`src/design/hdm_pkg.sv`:
```
// Shared types, widths and helper functions for the holonomic drive mixer.
package hdm_pkg;

  // Field widths of one drive command and one wheel result
  localparam int NUM_WHEELS = 4;
  localparam int SPEED_BITS = 8;
  localparam int LEVEL_W    = SPEED_BITS;
  localparam int HEAD_W     = 2;
  localparam int FWD_W      = LEVEL_W + 1;
  localparam int DIR_W      = 2;

  // Mixed speed needs room for three summed terms; magnitude is one bit narrower
  localparam int MIX_W  = LEVEL_W + 3;
  localparam int MAG_W  = LEVEL_W + 2;
  localparam int PROD_W = LEVEL_W + MAG_W;

  // Stream widths, rounded up to whole bytes
  localparam int CMD_BITS = HEAD_W + FWD_W + 2 * (DIR_W + LEVEL_W);
  localparam int IN_W     = ((CMD_BITS + 7) / 8) * 8;
  localparam int RES_BITS = NUM_WHEELS * (LEVEL_W + 1);
  localparam int OUT_W    = ((RES_BITS + 7) / 8) * 8;

  localparam int QUEUE_DEPTH = 4;

  localparam logic [LEVEL_W-1:0] FULL_SPEED_RESET = LEVEL_W'(255);

  // Input command, first field in the lowest bits
  typedef struct packed {
    logic [IN_W-CMD_BITS-1:0] pad;
    logic [LEVEL_W-1:0]       turn_speed;
    logic [DIR_W-1:0]         turn_dir;
    logic [LEVEL_W-1:0]       side_speed;
    logic [DIR_W-1:0]         side_dir;
    logic [FWD_W-1:0]         forward_speed;
    logic [HEAD_W-1:0]        heading;
  } hdm_cmd_t;

  // Classified work item, already rotated onto physical motors
  typedef struct packed {
    logic [LEVEL_W-1:0]                   full;
    logic [MAG_W-1:0]                     div;
    logic [NUM_WHEELS-1:0][PROD_W-1:0]    prod;
    logic [NUM_WHEELS-1:0]                rev;
  } hdm_job_t;

  // One stage of the divider pipeline
  typedef struct packed {
    logic [LEVEL_W-1:0]                   full;
    logic [MAG_W-1:0]                     div;
    logic [NUM_WHEELS-1:0][PROD_W-1:0]    rem;
    logic [NUM_WHEELS-1:0][LEVEL_W-1:0]   quo;
    logic [NUM_WHEELS-1:0]                rev;
  } hdm_stage_t;

  // Finished result handed to the output port
  typedef struct packed {
    logic [LEVEL_W-1:0]                   full;
    logic [NUM_WHEELS-1:0][LEVEL_W-1:0]   lvl;
    logic [NUM_WHEELS-1:0]                rev;
  } hdm_result_t;

  // Signed term from a direction code and a speed; any negative code means reverse
  function automatic logic signed [MIX_W-1:0] hdm_signed_speed(
    input logic [DIR_W-1:0]   dir,
    input logic [LEVEL_W-1:0] spd
  );
    logic signed [MIX_W-1:0] s;
    s = MIX_W'(spd);
    if (dir[DIR_W-1]) begin
      return -s;
    end else if (dir[0]) begin
      return s;
    end
    return '0;
  endfunction

  // Magnitude of a mixed speed; its range always fits MAG_W bits
  function automatic logic [MAG_W-1:0] hdm_abs(input logic signed [MIX_W-1:0] v);
    logic [MIX_W-1:0] a;
    a = v[MIX_W-1] ? -v : v;
    return a[MAG_W-1:0];
  endfunction

  // One restoring-division step on all lanes: quotient bit at weight 2**sh
  function automatic hdm_stage_t hdm_div_step(input hdm_stage_t x, input int unsigned sh);
    hdm_stage_t        y;
    logic [PROD_W-1:0] dsh;
    logic              take;
    y   = x;
    dsh = PROD_W'(x.div) << sh;
    for (int k = 0; k < NUM_WHEELS; k++) begin
      take = (x.rem[k] >= dsh);
      if (take) begin
        y.rem[k] = x.rem[k] - dsh;
      end
      y.quo[k] = {x.quo[k][LEVEL_W-2:0], take};
    end
    return y;
  endfunction

endpackage

```
`src/design/hdm_front.sv`:
```
// Front end: takes commands, mixes wheel speeds, finds the maximum and rotates roles.
module hdm_front (
  input  logic                              clk,
  input  logic                              rst,
  input  logic                              s_tvalid,
  output logic                              s_tready,
  input  logic [hdm_pkg::IN_W-1:0]          s_tdata,
  input  logic                              cfg_valid,
  output logic                              cfg_ready,
  input  logic [hdm_pkg::LEVEL_W-1:0]       cfg_data,
  output logic                              job_valid,
  input  logic                              job_ready,
  output hdm_pkg::hdm_job_t                 job
);

  localparam int NW = hdm_pkg::NUM_WHEELS;

  logic [hdm_pkg::LEVEL_W-1:0]        full_speed;
  hdm_pkg::hdm_cmd_t                  cmd;
  logic signed [hdm_pkg::MIX_W-1:0]   fwd;
  logic signed [hdm_pkg::MIX_W-1:0]   side;
  logic signed [hdm_pkg::MIX_W-1:0]   turn;
  logic signed [hdm_pkg::MIX_W-1:0]   v [NW];
  logic [hdm_pkg::MAG_W-1:0]          mag [NW];
  logic [hdm_pkg::PROD_W-1:0]         prod [NW];
  logic [hdm_pkg::MAG_W-1:0]          mx01;
  logic [hdm_pkg::MAG_W-1:0]          mx23;
  logic [hdm_pkg::MAG_W-1:0]          mx;
  logic [hdm_pkg::HEAD_W-1:0]         role [NW];
  hdm_pkg::hdm_job_t                  job_next;

  // Full-speed register, always writable
  assign cfg_ready = 1'b1;

  always_ff @(posedge clk) begin
    if (rst) begin
      full_speed <= hdm_pkg::FULL_SPEED_RESET;
    end else if (cfg_valid) begin
      full_speed <= cfg_data;
    end
  end

  // Mix the command into the four wheel roles LF, RF, RB, LB
  assign cmd  = hdm_pkg::hdm_cmd_t'(s_tdata);
  assign fwd  = {{(hdm_pkg::MIX_W - hdm_pkg::FWD_W){cmd.forward_speed[hdm_pkg::FWD_W-1]}},
                 cmd.forward_speed};
  assign side = hdm_pkg::hdm_signed_speed(cmd.side_dir, cmd.side_speed);
  assign turn = hdm_pkg::hdm_signed_speed(cmd.turn_dir, cmd.turn_speed);

  assign v[0] = -fwd - side - turn;
  assign v[1] =  fwd - side - turn;
  assign v[2] =  fwd + side - turn;
  assign v[3] = -fwd + side - turn;

  // Magnitudes, scaled numerators and the largest magnitude
  always_comb begin
    for (int k = 0; k < NW; k++) begin
      mag[k]  = hdm_pkg::hdm_abs(v[k]);
      prod[k] = hdm_pkg::PROD_W'(full_speed) * hdm_pkg::PROD_W'(mag[k]);
    end
    mx01 = (mag[0] > mag[1]) ? mag[0] : mag[1];
    mx23 = (mag[2] > mag[3]) ? mag[2] : mag[3];
    mx   = (mx01 > mx23) ? mx01 : mx23;
  end

  // Rotate roles onto motors; all-stopped divides zero by one and gives zero
  always_comb begin
    job_next.full = full_speed;
    job_next.div  = (mx == '0) ? hdm_pkg::MAG_W'(1) : mx;
    for (int m = 0; m < NW; m++) begin
      role[m]          = hdm_pkg::HEAD_W'(m) - cmd.heading;
      job_next.prod[m] = prod[role[m]];
      job_next.rev[m]  = v[role[m]][hdm_pkg::MIX_W-1];
    end
  end

  // Output register toward the queue
  assign s_tready = !job_valid || job_ready;

  always_ff @(posedge clk) begin
    if (rst) begin
      job_valid <= 1'b0;
    end else if (s_tready) begin
      job_valid <= s_tvalid;
    end
  end

  always_ff @(posedge clk) begin
    if (s_tvalid && s_tready) begin
      job <= job_next;
    end
  end

endmodule

```
`src/design/hdm_queue.sv`:
```
// Small FIFO of classified work items between the front end and the divider.
module hdm_queue #(
  parameter int DEPTH = hdm_pkg::QUEUE_DEPTH
) (
  input  logic              clk,
  input  logic              rst,
  input  logic              in_valid,
  output logic              in_ready,
  input  hdm_pkg::hdm_job_t in_job,
  output logic              out_valid,
  input  logic              out_ready,
  output hdm_pkg::hdm_job_t out_job
);

  localparam int PTR_W = (DEPTH > 1) ? $clog2(DEPTH) : 1;
  localparam int CNT_W = $clog2(DEPTH + 1);

  hdm_pkg::hdm_job_t  slots [DEPTH];
  logic [PTR_W-1:0]   wr_ptr;
  logic [PTR_W-1:0]   rd_ptr;
  logic [CNT_W-1:0]   count;
  logic               push;
  logic               pop;

  assign in_ready  = (count != CNT_W'(DEPTH));
  assign out_valid = (count != '0);
  assign out_job   = slots[rd_ptr];
  assign push      = in_valid && in_ready;
  assign pop       = out_valid && out_ready;

  // Storage
  always_ff @(posedge clk) begin
    if (push) begin
      slots[wr_ptr] <= in_job;
    end
  end

  // Pointers and fill count
  always_ff @(posedge clk) begin
    if (rst) begin
      wr_ptr <= '0;
      rd_ptr <= '0;
      count  <= '0;
    end else begin
      if (push) begin
        wr_ptr <= (wr_ptr == PTR_W'(DEPTH - 1)) ? '0 : wr_ptr + PTR_W'(1);
      end
      if (pop) begin
        rd_ptr <= (rd_ptr == PTR_W'(DEPTH - 1)) ? '0 : rd_ptr + PTR_W'(1);
      end
      if (push && !pop) begin
        count <= count + CNT_W'(1);
      end else if (pop && !push) begin
        count <= count - CNT_W'(1);
      end
    end
  end

endmodule

```
`src/design/hdm_back.sv`:
```
// Back end: pipelined restoring divider, one quotient bit per stage on all four lanes.
module hdm_back (
  input  logic                 clk,
  input  logic                 rst,
  input  logic                 job_valid,
  output logic                 job_ready,
  input  hdm_pkg::hdm_job_t    job,
  output logic                 out_valid,
  input  logic                 out_ready,
  output hdm_pkg::hdm_result_t out_res
);

  localparam int NS = hdm_pkg::LEVEL_W;

  hdm_pkg::hdm_stage_t st [NS];
  logic                vld [NS];
  hdm_pkg::hdm_stage_t first;
  logic                adv;

  // Whole pipeline moves unless the finished result is held
  assign adv       = !vld[NS-1] || out_ready;
  assign job_ready = adv;

  // Stage-zero operands straight from the queue head
  always_comb begin
    first.full = job.full;
    first.div  = job.div;
    first.rem  = job.prod;
    first.quo  = '0;
    first.rev  = job.rev;
  end

  for (genvar s = 0; s < NS; s++) begin : g_stage
    hdm_pkg::hdm_stage_t src;
    logic                src_vld;

    if (s == 0) begin : g_head
      assign src     = first;
      assign src_vld = job_valid;
    end else begin : g_body
      assign src     = st[s-1];
      assign src_vld = vld[s-1];
    end

    always_ff @(posedge clk) begin
      if (rst) begin
        vld[s] <= 1'b0;
      end else if (adv) begin
        vld[s] <= src_vld;
      end
    end

    always_ff @(posedge clk) begin
      if (adv) begin
        st[s] <= hdm_pkg::hdm_div_step(src, NS - 1 - s);
      end
    end
  end

  // Last stage is the output register
  assign out_valid   = vld[NS-1];
  assign out_res.full = st[NS-1].full;
  assign out_res.lvl  = st[NS-1].quo;
  assign out_res.rev  = st[NS-1].rev;

endmodule

```
`src/design/holonomic_drive_mixer.sv`:
```
// Top level of the four-wheel omni drive mixer: front end, queue, divider, output packing.

// Takes one drive command per transaction and returns one transaction with
// direction and level for the four physical motors. A new command can be
// taken every clock cycle while the queue is not full. A command passes
// through the mixing front-end register, a queue slot and the stages of
// the divider pipeline, which resolves one bit of each wheel's level per
// stage. The queue (QUEUE_DEPTH entries) lets the front end keep taking
// commands while the output side is stalled, until the queue fills.
// full_speed is set through the cfg channel, is always ready and should be
// changed only while no command is in flight; it resets to 255. When every
// mixed wheel speed is zero all motors report forward at level zero.
module holonomic_drive_mixer #(
  parameter int QUEUE_DEPTH = hdm_pkg::QUEUE_DEPTH
) (
  input  logic                        clk,
  input  logic                        rst,
  input  logic                        s_tvalid,
  output logic                        s_tready,
  // heading, forward_speed, side_dir, side_speed, turn_dir, turn_speed
  input  logic [hdm_pkg::IN_W-1:0]    s_tdata,
  output logic                        m_tvalid,
  input  logic                        m_tready,
  // motor0_reverse, motor0_level, motor1_reverse, motor1_level,
  // motor2_reverse, motor2_level, motor3_reverse, motor3_level
  output logic [hdm_pkg::OUT_W-1:0]   m_tdata,
  input  logic                        cfg_valid,
  output logic                        cfg_ready,
  input  logic [hdm_pkg::LEVEL_W-1:0] cfg_data
);

  localparam int NW  = hdm_pkg::NUM_WHEELS;
  localparam int LW  = hdm_pkg::LEVEL_W;

  logic                 f_valid;
  logic                 f_ready;
  hdm_pkg::hdm_job_t    f_job;
  logic                 q_valid;
  logic                 q_ready;
  hdm_pkg::hdm_job_t    q_job;
  hdm_pkg::hdm_result_t res;

  hdm_front u_front (
    .clk       (clk),
    .rst       (rst),
    .s_tvalid  (s_tvalid),
    .s_tready  (s_tready),
    .s_tdata   (s_tdata),
    .cfg_valid (cfg_valid),
    .cfg_ready (cfg_ready),
    .cfg_data  (cfg_data),
    .job_valid (f_valid),
    .job_ready (f_ready),
    .job       (f_job)
  );

  hdm_queue #(
    .DEPTH (QUEUE_DEPTH)
  ) u_queue (
    .clk       (clk),
    .rst       (rst),
    .in_valid  (f_valid),
    .in_ready  (f_ready),
    .in_job    (f_job),
    .out_valid (q_valid),
    .out_ready (q_ready),
    .out_job   (q_job)
  );

  hdm_back u_back (
    .clk       (clk),
    .rst       (rst),
    .job_valid (q_valid),
    .job_ready (q_ready),
    .job       (q_job),
    .out_valid (m_tvalid),
    .out_ready (m_tready),
    .out_res   (res)
  );

  // Pack motor fields, motor 0 in the lowest bits
  always_comb begin
    m_tdata = '0;
    for (int k = 0; k < NW; k++) begin
      m_tdata[k*(LW+1) +: (LW+1)] = {res.lvl[k], res.rev[k]};
    end
  end

  // A taken command always lands in the front-end register
  a_front_load: assert property (@(posedge clk) disable iff (rst)
    s_tvalid && s_tready |=> f_valid)
    else $error("accepted command did not reach front-end register");

  // Fastest wheel reaches full speed unless everything is stopped
  a_full_reached: assert property (@(posedge clk) disable iff (rst)
    m_tvalid |-> (res.lvl[0] == res.full) || (res.lvl[1] == res.full) ||
                 (res.lvl[2] == res.full) || (res.lvl[3] == res.full) ||
                 ((res.lvl == '0) && (res.rev == '0)))
    else $error("no wheel scaled to full speed");

  // All-stopped result never reports a reverse motor
  a_stop_forward: assert property (@(posedge clk) disable iff (rst)
    m_tvalid && (res.full != '0) && (res.lvl == '0) |-> (res.rev == '0))
    else $error("stopped result carries a reverse bit");

endmodule
```
`config.mk`:
```
export PLATFORM = sky130hd
export DESIGN_NAME = holonomic_drive_mixer
export DESIGN_NICKNAME = d
export VERILOG_FILES = /design/src/design/hdm_pkg.sv /design/src/design/hdm_front.sv /design/src/design/hdm_queue.sv /design/src/design/hdm_back.sv /design/src/design/holonomic_drive_mixer.sv
export SDC_FILE = /design/constraint.sdc
export NUM_CORES = 2
export LEC_CHECK = 0
export ABC_CLOCK_PERIOD_IN_PS = 41900
export BUFFER_PORTS_ARGS = -buffer_cell sky130_fd_sc_hd__buf_2
export CAP_MARGIN = 20
export CORE_ASPECT_RATIO = 2
export CORE_MARGIN = 5
export CORE_UTILIZATION = 45
export CTS_CLUSTER_SIZE = 28
export DETAILED_ROUTE_END_ITERATION = 8
export HOLD_SLACK_MARGIN = 0.02
export SLEW_MARGIN = 10
export SYNTH_ARGS = -nofsm -noshare
export SYNTH_HDL_FRONTEND = slang
export SYNTH_SLANG_ARGS = --single-unit
export TNS_END_PERCENT = 100
```
`constraint.sdc`:
```
create_clock -name clk -period 41.9 [get_ports clk]
set_input_delay 4.19 -clock clk [delete_from_list [all_inputs] [get_ports clk]]
set_output_delay 4.19 -clock clk [all_outputs]
set_load 0.02 [all_outputs]
```
Word-level counts from Yosys, hierarchy flattened
Memories as Yosys holds them, arrays and structs flattened. A register that Yosys moved wholly into a read port is not among the register bits. Cells that the tools add are included.

Bits in registers: 110. RAM bits: 1392. Input bits: 45. Output and inout bits: 43. Logic and storage cells: 269. Memories kept: 3.

Memories: u_back.st (words 8, bits a word 126, read ports 8, clocked after memory_dff 0, write ports 8, line hdm_back.sv:15) `hdm_pkg::hdm_stage_t st [NS];`; u_queue.slots (words 4, bits a word 94, read ports 1, clocked after memory_dff 1, write ports 1, line hdm_queue.sv:18) `hdm_pkg::hdm_job_t slots [DEPTH];`; u_back.vld (words 8, bits a word 1, read ports 8, clocked after memory_dff 0, write ports 8, line hdm_back.sv:16) `logic vld [NS];`.

Add/sub/neg operators: 55. Multiply operators: 4. Magnitude comparators: 39. Equality and inequality tests: 3. Multiplexer cells: 127. Bitwise logic cells: 12. Reduce and logical (&&, ||, !) cells: 14.

Operators with widths (count): 18-bit two-way mux (72); 11-bit two-way mux (14); 18-bit binary-select mux with 2-bit select (4); 11-bit binary-select mux with 2-bit select (4); 18-bit by 10-bit >= comparator with 1-bit output (4); 18-bit by 11-bit >= comparator with 1-bit output (4); 18-bit by 12-bit >= comparator with 1-bit output (4); 18-bit by 13-bit >= comparator with 1-bit output (4); 18-bit by 14-bit >= comparator with 1-bit output (4); 18-bit by 15-bit >= comparator with 1-bit output (4); 18-bit by 16-bit >= comparator with 1-bit output (4); 18-bit by 17-bit >= comparator with 1-bit output (4); 8-bit by 10-bit multiplier with 18-bit output (4); 18-bit by 10-bit subtractor with 18-bit output (4); 18-bit by 11-bit subtractor with 18-bit output (4); 18-bit by 12-bit subtractor with 18-bit output (4); 18-bit by 13-bit subtractor with 18-bit output (4); 18-bit by 14-bit subtractor with 18-bit output (4); 18-bit by 15-bit subtractor with 18-bit output (4); 18-bit by 16-bit subtractor with 18-bit output (4); 18-bit by 17-bit subtractor with 18-bit output (4); 10-bit two-way mux (7); 11-bit subtractor (5); 10-bit negation (4); other kinds (25) (76).

Logic depth before layout (Yosys ltp)
Depth in word-level cells: 12. Mapped depth: 41. Mapped depth without buffers: 38.

Modules after synthesis
Synthesis repeated with hierarchy kept, for this count alone.

Cell total of the unflattened synthesis: 6366. Area total of the unflattened synthesis: 78027.3 um^2.

By module, submodules not included: hdm_back (instances 1, cells an instance 3567, area each 43415.4 um^2, seq. area each 24683.7 um^2); hdm_front (instances 1, cells an instance 2255, area each 20527.2 um^2, seq. area each 3002.9 um^2); hdm_queue (instances 1, cells an instance 539, area each 14051.0 um^2, seq. area each 11471.0 um^2); holonomic_drive_mixer (instances 1, cells an instance 5, area each 33.8 um^2, seq. area each 0.0 um^2).

Worst setup path before layout
OpenSTA, ideal clock, no wires.

Kind: in2reg. Start point: input port m_tready. End point: register u_queue.count[2]. Library setup time: 0.071 ns. Arrival: 30.515 ns. Data required time: 41.829 ns. Path slack: 11.314 ns. Stages: 9. Buffers on the path: 1. Path through: nand2b_1 > clkbuf_1 > o31ai_1 > ha_1 > inv_1 > fa_1 > xor2_1 > or3_1 > a21oi_1.

Cells in the longest elaborated chain, start to end: 5. Elaborated cells between the ends (all ways): 7. Classes of those cells: 1 x mux; 6 x reduce/logical.

RTL lines: start, declared (line holonomic_drive_mixer.sv:23) `input logic m_tready,`; 1-bit logical OR (*) (line hdm_back.sv:21) `assign adv = !vld[NS-1] || out_ready;`; 1-bit logical AND (*) (line hdm_queue.sv:29) `assign pop = out_valid && out_ready;`; 1-bit logical NOT (line hdm_queue.sv:51) `if (push && !pop) begin`; 1-bit logical AND (line hdm_queue.sv:51); 3-bit two-way mux or 2-bit nonzero test (tied branches); end signal, assigned (line hdm_queue.sv:52) `count <= count + CNT_W'(1);`; end signal, assigned (line hdm_queue.sv:54) `count <= count - CNT_W'(1);`; end, declared (line hdm_queue.sv:21) `logic [CNT_W-1:0] count;`.

Every way passes the cells marked *; elsewhere a longest branch is shown, timed or not. A chain may end at the register's enable or synchronous reset.

==> impl_metrics.yaml <==
floorplanning:
  initial_utilization: 0.452
  coreArea_sq_um: 162000
  die_height_microns: 580
  ios: 88
  rows: 209
  die-area_sq_um: 171000
  die_x_microns: 295
timing:
  setup_viol: 0
  fin_setup_tns_ns: 0
  period_needed_ns: 13.82
  fin_skew_ns: 0.0618
  hold_violations: 0
  slew_viol_final: 0
  period_share: 0.330
  tightest_slew_ns: 1.02
  grt_setup_unrepaired: "false"
  max_freq_mhz: 72.3
  max_slew_margin: 0.298
synth:
  synth-edff-count: 1188
  ys_ff_latch: 1206
  synthXorXnorAreaFrac: 0.0465
  ys.flop_type: "edfxtp_1"
  syn_inst: 6124
  synth_top_family_by_area: "adder cells"
  yosys.area_share.simple: 0.104
  synth_warnings: 0
  ys_types: 82
  synth_compound_area_frac: 0.0855
  synth.avg_cell_area_sq_um: 11.9
  syn_area_sq_um: 73100
  async_reset_ff_frac: 0
  synthAdderAreaFrac: 0.166
  muxShareOfSynthArea: 0.0599
  ys_seq_area_frac: 0.493
critical_path:
  cpPeakStageDelay_ns: 0.80
  arrival_ns: 14.18
  slowest_stage: "fa_1"
  start_kind: "input port"
  crit_fanout: 12
  critPathCaptureType: "register"
  crit_type: "input port to register"
  cp.required_ns: 42.26
final_layout:
  syn_to_final_growth_pct: 9.29
  layout_commonest_cell: "edfxtp_1"
  fillers: 14400
  final_cell_mix: "edfxtp_1, inv_1, ha_1"
  final_nets: 7094
  drive_gt1_frac: 0.0862
min_path:
  min_path_type: "register to register"
global_route:
  antenna_found_initial: 7
  grt_max_degree: 147
  grt_pass1_vias: 49000
  grt_pass1_wl_microns: 283000
  grtUsageTotal: 0.221
  grt-ovfl-total: 0
cts:
  clk_latency_ns: 0.73
  holdBufCountCts: 0
  post_cts.repair.setup_buffers: 0
  post_cts_resize_count: 0
  clock-sinks: 1206
  h-tree-depth: 3
  clock_path_buffers: 3
  cts_made_buffers: 107
  clockRootBuffer: "clkbuf_16"
  cts_tree: "built"
  clk_pin_slew_worst_paths_ns: 0.06
route:
  wl_per_cell_microns: 22.4
  vias_per_cell: 5.42
  routed_wl_microns: 189000
  vias: 45700
  drcViolationCount: 0
  first_pass_iters: 7
  antenna_left: 0
  drt_iter0_drc: 2081
placed_design:
  hpwl_microns: 153000
  gp_congestion: 0.943
  io_buffers: 81
run:
  drv_cap: 0
status:
  status: "complete, no violations"
[layout make-up]
class	count	area, sq um	share of cell area
clock inverters	68	795	0.00995
inverters	702	2640	0.0330
diodes	10	25.0	0.000313
flip-flops and latches	1206	36000	0.451
repair buffers	166	1070	0.0134
multi-input cells	4051	33900	0.425
clock buffers	128	2760	0.0345
well taps	2110	2640	0.0330
[metrics by stage]
step	utilization	instance area (sq um)	setup WS, ns	cells	hold slack, ns
after floorplan	-	73100	11.31	6127	0.400
after global placement	0.471	76300	27.27	8232	0.400
after CTS	0.493	79900	27.99	8430	0.417
final	0.494	79900	28.08	8441	0.414
after detailed placement	0.471	76300	27.22	8234	0.405
after global routing	0.494	79900	27.49	8441	0.423
[cells by family after synthesis]
kind of cell    after synthesis
compound gates             1006
xor+xnor                    376
fa+ha+maj                   815
buf+inv                     870
flops                      1206
mux                         308
other cells                   2
simple gates               1541
[state kept, by name, summed over array words and instances (netlist names), named ones only]
name	count
u_back.st	750
u_back.vld	8
u_front.full_speed	8
u_front.job	86
u_front.job_valid	1
u_queue.count	3
u_queue.rd_ptr	2
u_queue.slots	344
u_queue.wr_ptr	2
[worst max-delay path: cells and delay by family]
kind            cells  cell delay [ns]
fa+ha+maj           7             3.37
compound gates      7             2.00
simple gates        8             1.97
buf+inv             7             0.63
xor+xnor            3             1.01
mux                 2             0.98
[synthesized netlist by cell type, types with 22 or more instances]
cell      instances  area [sq um]
edfxtp_1       1188         35700
inv_1           702          2640
ha_1            555          6940
nand2_1         440          1650
nor2_1          395          1480
a21oi_1         284          1420
o21ai_0         273          1370
fa_1            260          5200
xnor2_1         221          1940
mux2i_1         153          1530
and2_1          149           932
xor2_1          147          1290
clkbuf_1        139           522
a21o_1          113           848
mux4_2           98          2210
nor2b_1          98           613
a21boi_0         94           706
nor3_1           80           400
nand2b_1         74           463
nor4_1           63           394
mux2_2           57           642
nand3_1          52           260
nand4_1          47           294
o31ai_1          44           330
o21a_1           41           308
a211oi_1         27           203
and3_1           24           150
or3_1            24           150
buf_1            22          82.6
[routing by layer]
layer,global-route usage,share of wire,vias up,wire length (microns)
li1,-,-,22000,-
met1,0.164,0.27,22300,51000
met2,0.455,0.59,838,111000
met3,0.0206,0.022,595,4180
met4,0.210,0.12,2,23100
met5,0,0.000037,-,7
[final timing paths]
| check | from | to | slack (ns) | cells after the start |
|---|---|---|---|---|
| min | u_back.st[0][254] | u_back.st[0][380] | 0.41 | 0 |
| max | s_tdata[23] | u_front.job[36] | 28.08 | 34 |
| min reg2reg | u_back.st[0][254] | u_back.st[0][380] | 0.41 | 0 |
| max reg2reg | u_front.full_speed[4] | u_front.job[36] | 34.91 | 19 |
Power is not shown: default switching activity piles up to over one toggle a cycle in this logic, so the estimate is an artifact.
